===== src/design/cidst_pkg.sv =====
// shared types, constants and helpers for the connection id slot table
`timescale 1ns / 1ps

package cidst_pkg;

    localparam int SLOTS        = 4;
    localparam int IDX_W        = $clog2(SLOTS);
    localparam int SEQ_W        = 62;
    localparam int MAX_OUT      = 4;
    localparam int CNT_W        = $clog2(MAX_OUT + 1);
    localparam int FREED_IDX_W  = $clog2(MAX_OUT);
    localparam int ID_BYTES     = 20;
    localparam int ID_BITS      = 8 * ID_BYTES;
    localparam int LEN_W        = 5;
    localparam int TOKEN_LEN    = 16;
    localparam int TOKEN_HALF_W = 4 * TOKEN_LEN;

    localparam logic [1:0] CMD_REGISTER     = 2'd0;
    localparam logic [1:0] CMD_RETIRE       = 2'd1;
    localparam logic [1:0] CMD_RETIRE_PRIOR = 2'd2;

    localparam logic [1:0] STATUS_OK        = 2'd0;
    localparam logic [1:0] STATUS_LIMIT     = 2'd1;
    localparam logic [1:0] STATUS_VIOLATION = 2'd2;
    localparam logic [1:0] STATUS_NONE      = 2'd3;

    typedef struct packed {
        logic [1:0]              command;
        logic [SEQ_W-1:0]        sequence_req;
        logic [63:0]             cid_word0;
        logic [63:0]             cid_word1;
        logic [31:0]             cid_word2;
        logic [LEN_W-1:0]        cid_length;
        logic [TOKEN_HALF_W-1:0] token_high;
        logic [TOKEN_HALF_W-1:0] token_low;
    } t_in;

    typedef struct packed {
        logic [1:0]       status;
        logic             retired_valid;
        logic [SEQ_W-1:0] retired_sequence;
        logic             current_valid;
        logic [SEQ_W-1:0] current_sequence;
        logic             last;
    } t_out;

    // one row of the id store
    typedef struct packed {
        logic [63:0]             cid_low;
        logic [63:0]             cid_mid;
        logic [31:0]             cid_high;
        logic [LEN_W-1:0]        cid_length;
        logic [TOKEN_HALF_W-1:0] token_high;
        logic [TOKEN_HALF_W-1:0] token_low;
    } t_entry;

    // everything the result stage needs for one command
    typedef struct packed {
        logic [1:0]                    status;
        logic [CNT_W-1:0]              count;
        logic [CNT_W-1:0]              nfreed;
        logic [MAX_OUT-1:0][SEQ_W-1:0] freed;
        logic                          current_valid;
        logic [SEQ_W-1:0]              current_sequence;
    } t_result_set;

    // zero the id bytes past the (clamped) length
    function automatic t_entry make_entry(t_in d);
        logic [ID_BITS-1:0] id;
        logic [LEN_W-1:0]   eff;
        t_entry             e;
        id  = {d.cid_word0, d.cid_word1, d.cid_word2};
        eff = (d.cid_length > LEN_W'(ID_BYTES)) ? LEN_W'(ID_BYTES) : d.cid_length;
        for (int b = 0; b < ID_BYTES; b++) begin
            if (LEN_W'(b) >= eff) begin
                id[ID_BITS-1-8*b -: 8] = 8'h00;
            end
        end
        e.cid_low    = id[ID_BITS-1 -: 64];
        e.cid_mid    = id[ID_BITS-65 -: 64];
        e.cid_high   = id[31:0];
        e.cid_length = d.cid_length;
        e.token_high = d.token_high;
        e.token_low  = d.token_low;
        return e;
    endfunction

endpackage


===== src/design/connection_id_slot_table_top.sv =====
// connection id slot table: slot sequencer, id store and result stage
`timescale 1ns / 1ps

// usage
//   input channel (i_valid / o_ready / i_in) carries one command per transfer:
//   register an id, retire one sequence, or retire everything below a bound
//   output channel (o_valid / i_ready / o_out) returns 1 to 4 result transfers
//   per command, the final one flagged by last; retire-prior-to gives one
//   transfer per freed sequence, or a single one when none is freed
//   path from the input transfer to the first result transfer: a register past
//   the limit or an unknown command goes straight to the result stage; register
//   otherwise visits the slots in turn, reading and comparing the id store row
//   of each active slot, and stops at the first id or sequence match;
//   retire-prior-to visits every slot, then promotes; retire one does the same
//   unless it frees a slot other than slot 0, where it ends without promotion
//   throughput: one command at a time; the next input transfer is taken once
//   the last result of the previous command has been transferred
//   reset: all slots inactive, slot i expects sequence i, the id store holds
//   garbage until written (only active slots are ever read)
//   a stalled receiver simply holds the result stage and o_ready stays low
//   slot 0 is the id in use; promotion swaps row pointers instead of copying
module connection_id_slot_table_top (
    input  logic            i_clk,
    input  logic            i_rst_n,
    input  logic            i_valid,
    output logic            o_ready,
    input  cidst_pkg::t_in  i_in,
    output logic            o_valid,
    input  logic            i_ready,
    output cidst_pkg::t_out o_out
);
    import cidst_pkg::*;

    typedef enum logic [2:0] {
        S_IDLE,
        S_VISIT,
        S_CMP,
        S_PROMOTE,
        S_DONE
    } t_state;

    t_state            r_state;
    logic [IDX_W-1:0]  r_idx;
    logic [1:0]        r_cmd;
    logic [SEQ_W-1:0]  r_seq;
    t_entry            r_entry;
    logic [1:0]        r_status;
    logic              r_stored;
    logic              r_retired;
    logic [CNT_W-1:0]  r_nfreed;
    logic [MAX_OUT-1:0][SEQ_W-1:0] r_freed;
    logic              r_min_found;
    logic [SEQ_W-1:0]  r_min_seq;
    logic [IDX_W-1:0]  r_min_idx;

    // per-slot control state
    logic [SEQ_W-1:0]  r_seq_tab [SLOTS];
    logic [SLOTS-1:0]  r_act;
    logic [IDX_W-1:0]  r_map [SLOTS];   // slot -> id store row
    logic [SEQ_W-1:0]  r_largest;

    logic [SEQ_W-1:0]  w_cur_seq;
    logic              w_cur_act;
    logic              w_seq_hit;
    logic              w_last_slot;
    logic [SEQ_W-1:0]  w_inc_largest;
    logic              w_min_take;
    logic              w_we;
    t_entry            w_rdata;
    logic              w_id_eq;
    logic              w_tok_eq;
    logic              w_emit_busy;
    logic              w_load;
    t_result_set       w_set;

    assign w_cur_seq     = r_seq_tab[r_idx];
    assign w_cur_act     = r_act[r_idx];
    assign w_seq_hit     = (w_cur_seq == r_seq);
    assign w_last_slot   = (r_idx == IDX_W'(SLOTS - 1));
    assign w_inc_largest = (&r_largest) ? r_largest : r_largest + SEQ_W'(1);
    assign w_min_take    = !r_min_found || (w_cur_seq < r_min_seq);

    // store a new id into a free slot that expects this sequence
    assign w_we = (r_state == S_VISIT) && (r_cmd == CMD_REGISTER) && !w_cur_act &&
                  w_seq_hit && !r_stored;

    assign w_id_eq  = (w_rdata.cid_length == r_entry.cid_length) &&
                      (w_rdata.cid_low == r_entry.cid_low) &&
                      (w_rdata.cid_mid == r_entry.cid_mid) &&
                      (w_rdata.cid_high == r_entry.cid_high);
    assign w_tok_eq = (w_rdata.token_high == r_entry.token_high) &&
                      (w_rdata.token_low == r_entry.token_low);

    cidst_ram #(
        .WIDTH ($bits(t_entry)),
        .DEPTH (SLOTS)
    ) u_ram (
        .i_clk   (i_clk),
        .i_we    (w_we),
        .i_waddr (r_map[r_idx]),
        .i_wdata (r_entry),
        .i_raddr (r_map[r_idx]),
        .o_rdata (w_rdata)
    );

    always_ff @(posedge i_clk) begin
        if (!i_rst_n) begin
            r_state   <= S_IDLE;
            r_idx     <= '0;
            r_act     <= '0;
            r_largest <= SEQ_W'(SLOTS - 1);
            for (int i = 0; i < SLOTS; i++) begin
                r_seq_tab[i] <= SEQ_W'(i);
                r_map[i]     <= IDX_W'(i);
            end
        end else begin
            unique case (r_state)
                S_IDLE: begin
                    if (i_valid && o_ready) begin
                        r_cmd       <= i_in.command;
                        r_seq       <= i_in.sequence_req;
                        r_entry     <= make_entry(i_in);
                        r_idx       <= '0;
                        r_status    <= STATUS_OK;
                        r_stored    <= 1'b0;
                        r_retired   <= 1'b0;
                        r_nfreed    <= '0;
                        r_min_found <= 1'b0;
                        priority if (i_in.command == CMD_REGISTER) begin
                            if (r_largest < i_in.sequence_req) begin
                                r_status <= STATUS_LIMIT;
                                r_state  <= S_DONE;
                            end else begin
                                r_state <= S_VISIT;
                            end
                        end else if (i_in.command == CMD_RETIRE ||
                                     i_in.command == CMD_RETIRE_PRIOR) begin
                            r_state <= S_VISIT;
                        end else begin
                            r_state <= S_DONE;
                        end
                    end
                end

                S_VISIT: begin
                    priority if (r_cmd == CMD_REGISTER) begin
                        if (w_cur_act) begin
                            // id store read issued this cycle, compare next
                            r_state <= S_CMP;
                        end else begin
                            if (w_seq_hit && !r_stored) begin
                                r_stored <= 1'b1;
                                if (r_idx != '0 && !r_act[0]) begin
                                    // promote into slot 0 by swapping rows
                                    r_seq_tab[0]     <= w_cur_seq;
                                    r_act[0]         <= 1'b1;
                                    r_map[0]         <= r_map[r_idx];
                                    r_act[r_idx]     <= 1'b0;
                                    r_seq_tab[r_idx] <= r_seq_tab[0];
                                    r_map[r_idx]     <= r_map[0];
                                end else begin
                                    r_act[r_idx] <= 1'b1;
                                end
                            end
                            if (w_last_slot) begin
                                r_state <= S_DONE;
                            end else begin
                                r_idx <= r_idx + IDX_W'(1);
                            end
                        end
                    end else if (r_cmd == CMD_RETIRE) begin
                        if (w_seq_hit && w_cur_act) begin
                            r_act[r_idx]     <= 1'b0;
                            r_largest        <= w_inc_largest;
                            r_seq_tab[r_idx] <= w_inc_largest;
                            r_retired        <= 1'b1;
                        end else if (w_cur_act && w_min_take) begin
                            r_min_found <= 1'b1;
                            r_min_seq   <= w_cur_seq;
                            r_min_idx   <= r_idx;
                        end
                        if (w_seq_hit && w_cur_act && r_idx != '0) begin
                            // retiring a non-current slot ends without promotion
                            r_status <= STATUS_OK;
                            r_state  <= S_DONE;
                        end else if (w_last_slot) begin
                            r_state <= S_PROMOTE;
                        end else begin
                            r_idx <= r_idx + IDX_W'(1);
                        end
                    end else begin
                        if (w_cur_act) begin
                            if ((w_cur_seq < r_seq) && (r_nfreed < CNT_W'(MAX_OUT))) begin
                                r_freed[r_nfreed[FREED_IDX_W-1:0]] <= w_cur_seq;
                                r_nfreed         <= r_nfreed + CNT_W'(1);
                                r_act[r_idx]     <= 1'b0;
                                r_largest        <= w_inc_largest;
                                r_seq_tab[r_idx] <= w_inc_largest;
                            end else if (w_min_take) begin
                                r_min_found <= 1'b1;
                                r_min_seq   <= w_cur_seq;
                                r_min_idx   <= r_idx;
                            end
                        end
                        if (w_last_slot) begin
                            r_state <= S_PROMOTE;
                        end else begin
                            r_idx <= r_idx + IDX_W'(1);
                        end
                    end
                end

                S_CMP: begin
                    if (w_id_eq) begin
                        r_status <= (w_seq_hit && w_tok_eq) ? STATUS_OK : STATUS_VIOLATION;
                        r_state  <= S_DONE;
                    end else if (w_seq_hit) begin
                        r_status <= STATUS_VIOLATION;
                        r_state  <= S_DONE;
                    end else if (w_last_slot) begin
                        r_state <= S_DONE;
                    end else begin
                        r_idx   <= r_idx + IDX_W'(1);
                        r_state <= S_VISIT;
                    end
                end

                S_PROMOTE: begin
                    if (!r_act[0] && r_min_found && r_min_idx != '0) begin
                        r_seq_tab[0]         <= r_seq_tab[r_min_idx];
                        r_act[0]             <= 1'b1;
                        r_map[0]             <= r_map[r_min_idx];
                        r_act[r_min_idx]     <= 1'b0;
                        r_seq_tab[r_min_idx] <= r_seq_tab[0];
                        r_map[r_min_idx]     <= r_map[0];
                    end
                    if (r_cmd == CMD_RETIRE && !r_retired) begin
                        r_status <= STATUS_NONE;
                    end
                    r_state <= S_DONE;
                end

                S_DONE: begin
                    r_state <= S_IDLE;
                end

                default: begin
                    r_state <= S_IDLE;
                end
            endcase
        end
    end

    // hand the finished command to the result stage
    assign w_load = (r_state == S_DONE);

    always_comb begin
        w_set.status           = r_status;
        w_set.nfreed           = r_nfreed;
        w_set.count            = (r_nfreed != '0) ? r_nfreed : CNT_W'(1);
        w_set.freed            = r_freed;
        w_set.current_valid    = r_act[0];
        w_set.current_sequence = r_seq_tab[0];
    end

    cidst_emit u_emit (
        .i_clk   (i_clk),
        .i_rst_n (i_rst_n),
        .i_load  (w_load),
        .i_set   (w_set),
        .o_busy  (w_emit_busy),
        .o_valid (o_valid),
        .i_ready (i_ready),
        .o_out   (o_out)
    );

    // new command only once the previous one's results are all transferred
    assign o_ready = (r_state == S_IDLE) && !w_emit_busy;

endmodule


===== src/design/cidst_ram.sv =====
// simple dual port ram with registered read data
`timescale 1ns / 1ps

module cidst_ram #(
    parameter int WIDTH  = 8,
    parameter int DEPTH  = 4,
    parameter int ADDR_W = $clog2(DEPTH)
) (
    input  logic              i_clk,
    input  logic              i_we,
    input  logic [ADDR_W-1:0] i_waddr,
    input  logic [WIDTH-1:0]  i_wdata,
    input  logic [ADDR_W-1:0] i_raddr,
    output logic [WIDTH-1:0]  o_rdata
);

    logic [WIDTH-1:0] r_mem [DEPTH];
    logic [WIDTH-1:0] r_rdata;

    always_ff @(posedge i_clk) begin
        if (i_we) begin
            r_mem[i_waddr] <= i_wdata;
        end
        r_rdata <= r_mem[i_raddr];
    end

    assign o_rdata = r_rdata;

endmodule


===== src/design/cidst_emit.sv =====
// result stage: holds one command's results and hands them out one per transfer
`timescale 1ns / 1ps

module cidst_emit (
    input  logic                  i_clk,
    input  logic                  i_rst_n,
    input  logic                  i_load,
    input  cidst_pkg::t_result_set i_set,
    output logic                  o_busy,
    output logic                  o_valid,
    input  logic                  i_ready,
    output cidst_pkg::t_out       o_out
);
    import cidst_pkg::*;

    t_result_set      r_set;
    logic [CNT_W-1:0] r_k;
    logic             r_valid;
    logic             w_last;

    assign w_last = (r_k == r_set.count - CNT_W'(1));

    always_ff @(posedge i_clk) begin
        if (!i_rst_n) begin
            r_valid <= 1'b0;
            r_k     <= '0;
        end else if (i_load) begin
            r_valid <= 1'b1;
            r_k     <= '0;
            r_set   <= i_set;
        end else if (r_valid && i_ready) begin
            if (w_last) begin
                r_valid <= 1'b0;
            end else begin
                r_k <= r_k + CNT_W'(1);
            end
        end
    end

    always_comb begin
        o_out.status           = r_set.status;
        o_out.retired_valid    = (r_k < r_set.nfreed);
        o_out.retired_sequence = o_out.retired_valid ?
                                 r_set.freed[r_k[FREED_IDX_W-1:0]] : '0;
        o_out.current_valid    = r_set.current_valid;
        o_out.current_sequence = r_set.current_sequence;
        o_out.last             = w_last;
    end

    assign o_valid = r_valid;
    assign o_busy  = r_valid;

endmodule


===== config.mk =====
export PLATFORM = sky130hd
export DESIGN_NAME = connection_id_slot_table_top
export DESIGN_NICKNAME = d
export VERILOG_FILES = /design/src/design/cidst_pkg.sv /design/src/design/connection_id_slot_table_top.sv /design/src/design/cidst_ram.sv /design/src/design/cidst_emit.sv
export SDC_FILE = /design/constraint.sdc
export NUM_CORES = 2
export LEC_CHECK = 0
export BUFFER_PORTS_ARGS = -buffer_cell sky130_fd_sc_hd__buf_2
export CAP_MARGIN = 20
export CORE_MARGIN = 1.5
export CORE_UTILIZATION = 45
export CTS_BUF_LIST = sky130_fd_sc_hd__clkbuf_4 sky130_fd_sc_hd__clkbuf_8
export CTS_CLUSTER_SIZE = 20
export DETAILED_ROUTE_END_ITERATION = 16
export GPL_TIMING_DRIVEN = 0
export MAX_ROUTING_LAYER = met4
export SYNTH_ARGS = -nofsm -noshare
export SYNTH_HDL_FRONTEND = slang
export SYNTH_SLANG_ARGS = --single-unit

===== constraint.sdc =====
create_clock -name i_clk -period 15.3 [get_ports i_clk]
set_input_delay 0.765 -clock i_clk [delete_from_list [all_inputs] [get_ports i_clk]]
set_output_delay 0.765 -clock i_clk [all_outputs]
set_load 0.02 [all_outputs]

==> impl_metrics.py <==
metrics = {
    "pwr": {
        "p_seq_share_pct": 53.3,
        "switching_share_pct": 22.7,
        "p_sw_uw": 3710,
        "p_comb_share_pct": 6.4,
        "ir_drop_v": 0.0000820,
        "power_frac_clock_pct": 40.3,
        "powerDensity_mw_per_mm2": 125,
        "power_uw": 16300,
        "leakagePower_uw": 0.0456,
        "p_int_uw": 12600,
    },
    "clock_tree": {
        "htreeDepth": 5,
        "tritoncts": "done",
        "path_clk_slew_ps": 60,
        "cts_setup_buffers": 0,
        "clk_latency_ps": 1160,
        "cts_root_buf": "clkbuf_8",
        "clockBufferDepth": 4,
        "cts.repair.resized": 0,
        "cts.sink_count": 2796,
        "cts_hold_buf": 290,
        "cts_made_buffers": 456,
    },
    "layout": {
        "drive_above_1_share_pct": 25.9,
        "layout_commonest_cell": "edfxtp_1",
        "area_growth_pct": 19.3,
        "final_cell_mix": "edfxtp_1, buf_2, clkbuf_8",
        "design_area_mm2": 0.131,
        "nNetsFinal": 8074,
    },
    "floorplanning": {
        "fp.dieW_um": 496,
        "initial_core_util_pct": 45.4,
        "pin_count": 492,
        "die_h_um": 496,
        "placeableCoreArea_mm2": 0.241,
        "die-area_mm2": 0.246,
        "rows": 180,
    },
    "critical_path": {
        "critPathSlowestCell": "clkbuf_1",
        "crit_type": "flip-flop to flip-flop",
        "cp_max_fo": 23,
        "cp_common_cell": "buf_12",
        "path_cells": "buf_2, clkbuf_1, clkbuf_1, mux4_2, ha_1, nand4_1, nor4_4, nand3_1, nand3b_1, nor4_1, nand2_1, nor2_4, buf_12, buf_12, buf_12, buf_12, buf_12",
        "worstPathArrival_ps": 8820,
        "end_kind": "flip-flop",
        "startpoint_type": "flip-flop",
        "worst_path_largest_cell_delay_ps": 820,
        "critPathRequiredTime_ps": 16070,
    },
    "timing": {
        "period_needed_ps": 8050,
        "hold_viol_final": 0,
        "maxSlewHeadroom_pct": 15.4,
        "fin_ws_ps": 7250,
        "worst_pin_slew_ps": 1260,
        "fin_skew_ps": 131,
        "max_freq_ghz": 0.124,
        "rsz0062_at_grt": "no",
        "slew_violations": 0,
        "finalSetupTns_ps": 0,
        "fin_crit_sh_pct": 52.6,
        "finalSetupViolCount": 0,
    },
    "yosys": {
        "synth_edf_count": 2424,
        "avgSynthCellArea_um2": 17.8,
        "yosysSeqAreaShare_pct": 73.3,
        "netlist_area_mm2": 0.109,
        "ys.flop_type": "edfxtp_1",
        "synth_cells": 6161,
        "synth_fp_nets": 6716,
        "async_flop_share_pct": 0,
        "synth.distinct_cells": 85,
        "yosys_register_bits": 2796,
        "ys.warnings.count": 0,
    },
    "grt": {
        "grt_pass1_wl_mm": 428,
        "track_usage_pct": 25.1,
        "grt_antenna_before_repair": 41,
        "overflow": 0,
        "grt_pass1_vias": 61500,
        "grt_max_degree": 102,
    },
    "drt": {
        "via_per_inst": 5.54,
        "drt_wl_total_mm": 301,
        "drtPass1Iterations": 6,
        "wl_per_cell_um": 27.2,
        "vias": 61400,
        "drc": 0,
        "drt.antenna.violating_nets": 0,
        "drtIter0Drc": 6660,
    },
    "placement": {
        "post-place-ws_ps": 7320,
        "hpwlAfterDp_mm": 212,
        "port_buffers": 491,
        "place_area_mm2": 0.118,
        "gp_congestion": 0.960,
    },
    "hold_path": {
        "hp-class": "input port to flip-flop",
    },
    "job": {
        "maxCapViolCount": 0,
    },
    "run_status": {
        "outcome": "finished clean",
    },
}
==> metal layers <==
metal	wire length [µm]	part of all wire (%)	GRT usage [%]
met5	0	0	-
met4	12300	4.1	10.1
met2	142000	47	38.4
met3	23300	7.7	4.33
met1	124000	41	33.6
==> power by group through the flow <==
| stage | clock network, µW | registers, µW | logic [µW] |
|---|---|---|---|
| finish | 6570 | 8700 | 1050 |
| global route | 7020 | 8720 | 1120 |
| CTS | 6690 | 8700 | 1060 |
| detailed placement | 0 | 8850 | 993 |
| global placement | 0 | 8920 | 945 |
| floorplan | 0 | 8840 | 559 |
==> kinds of logic (layout without fill, tap and decap cells) <==
family	Yosys count	count (layout)	synth area share, %
xor gates and xnor gates	326	326	2.61
and+or+nand+nor	1143	1143	5.58
other	0	10	0
muxes	542	542	10.5
AOI/OAI and AO/OA	573	573	3.45
buffers and inverters	587	2306	2.34
adders and majority gates	194	194	2.22
DFF	2796	2796	73.3
==> Yosys cell counts, types with 6 or more instances <==
library cell,n,area (µm²)
xnor2_1,154,1350
a221oi_1,21,184
mux4_2,483,10900
nand2_1,218,818
o221ai_1,7,61.3
o2bb2ai_1,21,184
or3_1,46,288
xor2_1,172,1510
clkbuf_1,113,424
and3_1,16,100
a211oi_1,9,67.6
mux2i_1,47,470
nand2b_1,24,150
nand3_1,72,360
mux2_2,12,135
nor2b_1,194,1210
edfxtp_1,2424,72800
o21ai_0,110,551
buf_4,72,541
a2111oi_0,6,52.6
nor4_1,65,407
inv_1,288,1080
dfxtp_1,372,7450
buf_1,50,188
a22oi_1,60,450
and4_1,11,96.3
o31a_1,6,52.6
a31oi_1,22,138
a21oi_1,133,666
nor2_1,208,781
a22o_1,13,114
or2_2,6,37.5
and2_1,82,513
nor3_1,63,315
ha_1,194,2430
nand4_1,101,632
o22ai_1,55,344
a21boi_0,36,270
buf_2,61,305
a21o_1,22,165
==> sequential cells by signal, indices dropped and copies added (netlist names), 65 cells and up, named ones only <==
signal / count
u_emit.r_set: 254
u_emit.o_out: 65
r_seq_tab: 248
r_freed: 248
u_ram.r_mem: 1172
r_entry: 293
u_ram.o_rdata: 293
==> path summary, 6_finish.rpt <==
kind / from / end / slack (ps) / depth (start not counted)
max: flip-flop / u_ram.r_mem[3][202] / 7250 / 17
max reg2reg: flip-flop / u_ram.r_mem[3][202] / 7250 / 17
min: i_in[253] / r_entry[253] / 100 / 2
min reg2reg: r_freed[184] / u_emit.r_set[247] / 390 / 0
==> worst max-delay path: cells and delay by family (launching register included) <==
family	cells	cell delay [ps]
simple gates	7	3200
buf+inv	8	3030
mux	1	620
fa+ha+maj	1	380
flops	1	350
==> stage by stage <==
stage / hold slack (ps) / cells / utilization (%)
after global routing: 42.6 / 11100 / 54.1
after detailed placement: 405 / 9946 / 49.0
after global placement: 400 / 9837 / 48.0
after floorplan: 400 / 6161 / -
after CTS: 0.735 / 11100 / 54.1
final: 95.1 / 11100 / 54.1
==> area by class of cell <==
class	instances	area [µm²]
diodes	10	25.0
plain buffers	298	1490
clock buffers	667	8200
clock inverters	152	1050
fillers	19100	111000
inverters	289	1090
multi-input cells	2778	26800
flip-flops and latches	2796	80200
well taps	3185	3990
repair buffers	900	7710
Note: power is estimated with default switching activity, not from simulation.
